## src/design/sla_pkg.sv

```systemverilog
// shared constants and types for the semi-lagrangian bilinear advection core
// no dependencies
package sla_pkg;

    localparam int GRID_N_DEF = 256;
    localparam int COORD_W    = 9;
    localparam int DENS_W     = 16;
    localparam int VEL_W      = 16;
    localparam int SCALE_W    = 16;
    localparam logic [15:0] SCALE_RST = 16'd655;
    localparam int FRAC_W     = 12;
    localparam int QUEUE_DEPTH = 4;

    localparam logic ACT_WRITE  = 1'b0;
    localparam logic ACT_ADVECT = 1'b1;

    localparam logic [0:0] REG_SCALE = 1'b0;

    // one classified item handed from front to back
    typedef struct packed {
        logic                     is_write;
        logic [COORD_W-1:0]       cx;
        logic [COORD_W-1:0]       cy;
        logic signed [DENS_W-1:0] dens;
        logic signed [VEL_W-1:0]  vu;
        logic signed [VEL_W-1:0]  vv;
    } item_t;

    typedef enum logic [5:0] {
        ST_CLEAR = 6'b000001,
        ST_IDLE  = 6'b000010,
        ST_TRACE = 6'b000100,
        ST_READ  = 6'b001000,
        ST_WAIT  = 6'b010000,
        ST_MIX   = 6'b100000
    } back_state_t;

endpackage

```

## src/design/sla_front.sv

```systemverilog
// front end: accepts items into a short queue
// depends on sla_pkg
module sla_front (
    input  logic           clk,
    input  logic           rst_n,
    input  logic           push,
    input  sla_pkg::item_t push_item,
    output logic           full,
    input  logic           pop,
    output logic           empty,
    output sla_pkg::item_t head
);

    localparam int AW = $clog2(sla_pkg::QUEUE_DEPTH);

    sla_pkg::item_t   q_reg [sla_pkg::QUEUE_DEPTH];
    logic [AW-1:0]    wp_reg;
    logic [AW-1:0]    rp_reg;
    logic [AW:0]      cnt_reg;

    assign full  = (cnt_reg == (AW+1)'(sla_pkg::QUEUE_DEPTH));
    assign empty = (cnt_reg == '0);
    assign head  = q_reg[rp_reg];

    always_ff @(posedge clk)
    begin
        if (push)
        begin
            q_reg[wp_reg] <= push_item;
        end
    end

    always_ff @(posedge clk or negedge rst_n)
    begin
        if (!rst_n)
        begin
            wp_reg  <= '0;
            rp_reg  <= '0;
            cnt_reg <= '0;
        end
        else
        begin
            if (push)
            begin
                wp_reg <= wp_reg + 1'b1;
            end
            if (pop)
            begin
                rp_reg <= rp_reg + 1'b1;
            end
            cnt_reg <= cnt_reg + (AW+1)'(push) - (AW+1)'(pop);
        end
    end

endmodule

```

## config.mk

```make
export PLATFORM = sky130hd
export DESIGN_NAME = sla_front
export DESIGN_NICKNAME = d
export VERILOG_FILES = /design/src/design/sla_pkg.sv /design/src/design/sla_front.sv
export SDC_FILE = /design/constraint.sdc
export NUM_CORES = 1
export LEC_CHECK = 0
export BUFFER_PORTS_ARGS = -buffer_cell sky130_fd_sc_hd__buf_2
export CELL_PAD_IN_SITES_DETAIL_PLACEMENT = 0
export CELL_PAD_IN_SITES_GLOBAL_PLACEMENT = 2
export CORE_AREA = 2 2 153 155
export DETAILED_ROUTE_END_ITERATION = 16
export DIE_AREA = 0 0 155 157
export PLACE_DENSITY_LB_ADDON = 0.25
export RECOVER_POWER = 25
export SYNTH_ARGS = -nofsm -noshare
export SYNTH_HDL_FRONTEND = slang
export SYNTH_SLANG_ARGS = --single-unit
```

## constraint.sdc

```tcl
create_clock -name clk -period 3.24 [get_ports clk]
set_clock_uncertainty 0.1 [all_clocks]
set_input_delay 0.486 -clock clk [delete_from_list [all_inputs] [get_ports clk]]
set_output_delay 0.486 -clock clk [all_outputs]
set_load 0.03 [all_outputs]
```

* Yosys cells after proc, flatten, opt, wreduce, memory -nomap -nowiden
Memory sizes are Yosys's and may differ from the RTL's.
Cells that the tools add are included.
** Word-level totals
- Register bits after elaboration :: 7
- RAM bits :: 268
- Bits of input ports :: 71
- Logic and storage cells :: 12
- Memories kept :: 1
** Memories
- q_reg :: depth 4, bits a word 67, rd ports 1, clocked after Yosys merged registers in 0, wr ports 1, line sla_front.sv:16 : sla_pkg::item_t q_reg [sla_pkg::QUEUE_DEPTH];
** Operators by class
- $add $sub $neg :: 4
- Equal/unequal tests :: 1
- Mux-type cells :: 2
- Reduce and logical (&&, ||, !) cells :: 1
** Operators with widths (number)
- $add 2x1->2 const B :: 2
- $add 3x1->3 :: 1
- $eq 3x3->1 const B :: 1
- $logic_not 3->1 :: 1
- $sub 3x1->3 :: 1
- $mux 1 :: 2

* Depth between registers and ports, before layout
- Depth after elaboration :: 2
- Mapped depth :: 6

* Worst setup path before layout
OpenSTA, ideal clock, no wires.
- Kind :: register to register
- From :: register wp_reg[0]
- To :: memory q_reg[0][0] in the netlist's numbering (enable)
- Setup time :: 432 ps
- Arrival :: 2193 ps
- Data required time :: 2708 ps
- Path slack :: 515 ps
- Stages on the path, launching flop included :: 4
- Buffers on the path :: 0
- Cells stage by stage :: dfrtp_1 inv_1 ha_1 and2_1
** RTL lines
- start, declared :: line sla_front.sv:17 : logic [AW-1:0] wp_reg;
- start signal, assigned :: line sla_front.sv:45 : wp_reg <= wp_reg + 1'b1;
- end, declared :: line sla_front.sv:16
Straight into the memory's write port.

==> results.toml <==
[synthesis]
synth_seq_area_share = 0.817
yosys_most_used_dff = "edfxtp_1"
async_reset_ff_frac = 0.0255
synth-edff-count = 268
ys_types = 18
yosysWarnings = 0
synth_area_sq_um = 10100
ys_ff_latch = 275
syn_inst = 385
syn_nets = 463
synth.avg_cell_area_sq_um = 26.1

[grt]
grt_pass1_wl_mm = 27.5
grt.overflow.total = 0
grt.total_usage = 0.149
antenna_found_initial = 2
grt_max_degree = 45
first_global_vias = 4850

[route]
drc = 0
drt-pass1-iter-count = 6
antenna_left = 0
vias_per_cell = 5.22
drt_iter0_drc = 232
wl_per_cell_um = 21.3
wl_mm = 18.0
via_count = 4413

[setup_path]
cp_cell_sequence = "buf_4 > mux4_2 > buf_2"
crit_cells = 3
reg2reg_from = "wp_reg[0]"
regToRegEndpoint = "q_reg[2][25]"
reg2reg_depth = 4
cp_num_buf_inv = 2
crit_type = "reg2out"
slowest_delay_ps = 900
critPathMaxFanout = 44
rrSetupSlack_ps = 1340
cp.arrival_ps = 2370
cp_top_family = "flip-flops"
critPathLaunchType = "flop"
cp-end-kind = "output port"
cp.required_ps = 2650
crit_slowest_cell = "dfrtp_4"

[timing]
final.min_clock_period_ps = 2960
rsz0062_at_grt = "no"
slew_headroom = 0.518
finalSetupViolations = 0
tns_ps = 0
final_max_slew_viol_count = 0
final_hold_viol_count = 0
max_freq_mhz = 338
worst_pin_slew_ps = 723
period_share = 0.913

[floorplan]
rows = 55
start_util = 0.447
ios = 140
die_y_um = 157
core_area_sq_um = 22500
die_area_sq_um = 24300
die_w_um = 155

[final_layout]
nets = 625
largest_register_ffs = 268
n_fill_cell = 1776
area_delta_synth_final_pct = 18.2
drive_above_1_share = 0.373
finalNonFillerCells = 846

[clock_network]
clockBufferDepth = 3
cts_root_buf = "clkbuf_16"
clkSinkCount = 275
clk_pin_slew_ps = 60
cts_tree = "yes"
cts_buffers = 28
h-tree-depth = 1
clock_latency_ps = 520

[place]
port_buffers = 139
place_congestion = 0.669
hpwl_mm = 10.7
placed_cells = 801

[power]
ir_drop_mv = 0.522
p_leak_nw = 3.99
cellPowerDensity_nw_per_um2 = 977

[job]
maxCapViolations = 0

[worst_hold_path]
min_to = "q_reg[0][30]"
hold_depth = 1
min-delay-start = "push_item[30]"
min-delay-path-class = "in2reg"

[outcome]
outcome = "completed"
## metrics by stage
step | total power [mW] | area, sq um | utilization | hold slack [ps] | setup slack, ps
6_report | 11.6 | 11900 | 0.529 | 78.4 | 282
3_3_place_gp | 8.92 | 11100 | 0.495 | 227 | 803
3_5_place_dp | 8.98 | 11100 | 0.495 | 231 | 794
2_1_floorplan | 7.87 | 10100 | - | 90.4 | 515
4_1_cts | 11.8 | 11900 | 0.531 | 53.5 | 225
5_1_grt | 12.2 | 11900 | 0.529 | 66.4 | 161
## Yosys cell counts, types with 2 or more instances
cell      instances  area, sq um
edfxtp_1        268         8050
mux4_2           67         1510
dfrtp_1           7          175
buf_2             6         30.0
ha_1              6         75.1
inv_1             6         22.5
and2_1            4         25.0
buf_4             4         30.0
clkbuf_1          3         11.3
xor2_1            3         26.3
buf_12            2         40.0
nand2_1           2         7.51
xnor2_1           2         17.5
## cells by family (layout without fill, tap and decap cells)
logic type      after synthesis  in the layout  synth area share
compound gates                1              1          0.000497
xor+xnor                      5              5           0.00435
fa+ha+maj                     7              7           0.00945
buf+inv                      22            197            0.0144
flops                       275            275             0.817
mux                          67             67             0.150
other cells                   0              1                 0
simple gates                  8              8           0.00435
## cell type report
cell class | instances | area, sq um | share of cell area
diodes | 1 | 2.50 | 0.000210
clock buffers | 34 | 744 | 0.0626
clock inverters | 9 | 60.1 | 0.00505
inverters | 6 | 22.5 | 0.00189
multi-input cells | 88 | 1710 | 0.143
flip-flops and latches | 275 | 8230 | 0.692
well taps | 285 | 357 | 0.0300
repair buffers | 148 | 777 | 0.0653
## worst register-to-register path, cell delays in order, from the launching register on
cell and delay, ps:
dfrtp_1 420, inv_1 100, ha_1 150, and2_4 470, buf_12 340
## how the worst max path moves through the flow
stage / startpoint / to / slack [ps]
6_report: rp_reg[1] / head[27] / 280
5_1_grt: rp_reg[1] / head[34] / 160
3_5_place_dp: rp_reg[1] / head[34] / 790
3_3_place_gp: rp_reg[1] / head[27] / 800
4_1_cts: rp_reg[1] / head[34] / 230
2_1_floorplan: wp_reg[0] / q_reg[0][0] / 510
## metal layers
metal,wire length [um],vias to the layer above,track usage
met5,18,-,0
met4,333,4,0.0392
met3,1210,25,0.0441
met2,9270,119,0.261
met1,7190,2293,0.183
li1,-,1972,-
## layout by cell type (no fill, tap or decap), types with 2 or more instances in the layout
cell type / netlist / layout
buf_12: 2 / 5
xnor2_1: 2 / 2
dfrtp_1: 7 / 5
buf_4: 4 / 3
buf_2: 6 / 98
inv_1: 6 / 6
edfxtp_1: 268 / 268
ha_1: 6 / 6
mux4_2: 67 / 67
nand2_1: 2 / 2
clkbuf_1: 3 / 46
xor2_1: 3 / 3
and2_4: 0 / 4
dfrtp_4: 0 / 2
clkbuf_16: 0 / 29
clkinv_1: 0 / 8
## repair_timing
action,in CTS,in global routing
resized for setup,0,0
buffers inserted,0,0
endpoints found under the hold margin,7,0
hold buffers,1,0
## power by group
| part | internal [mW] | switching (mW) |
|---|---|---|
| Combinational | 1.43 | 2.40 |
| Clock | 1.67 | 1.18 |
| Sequential | 4.66 | 0.278 |
Power figures use the tool's default switching activity.
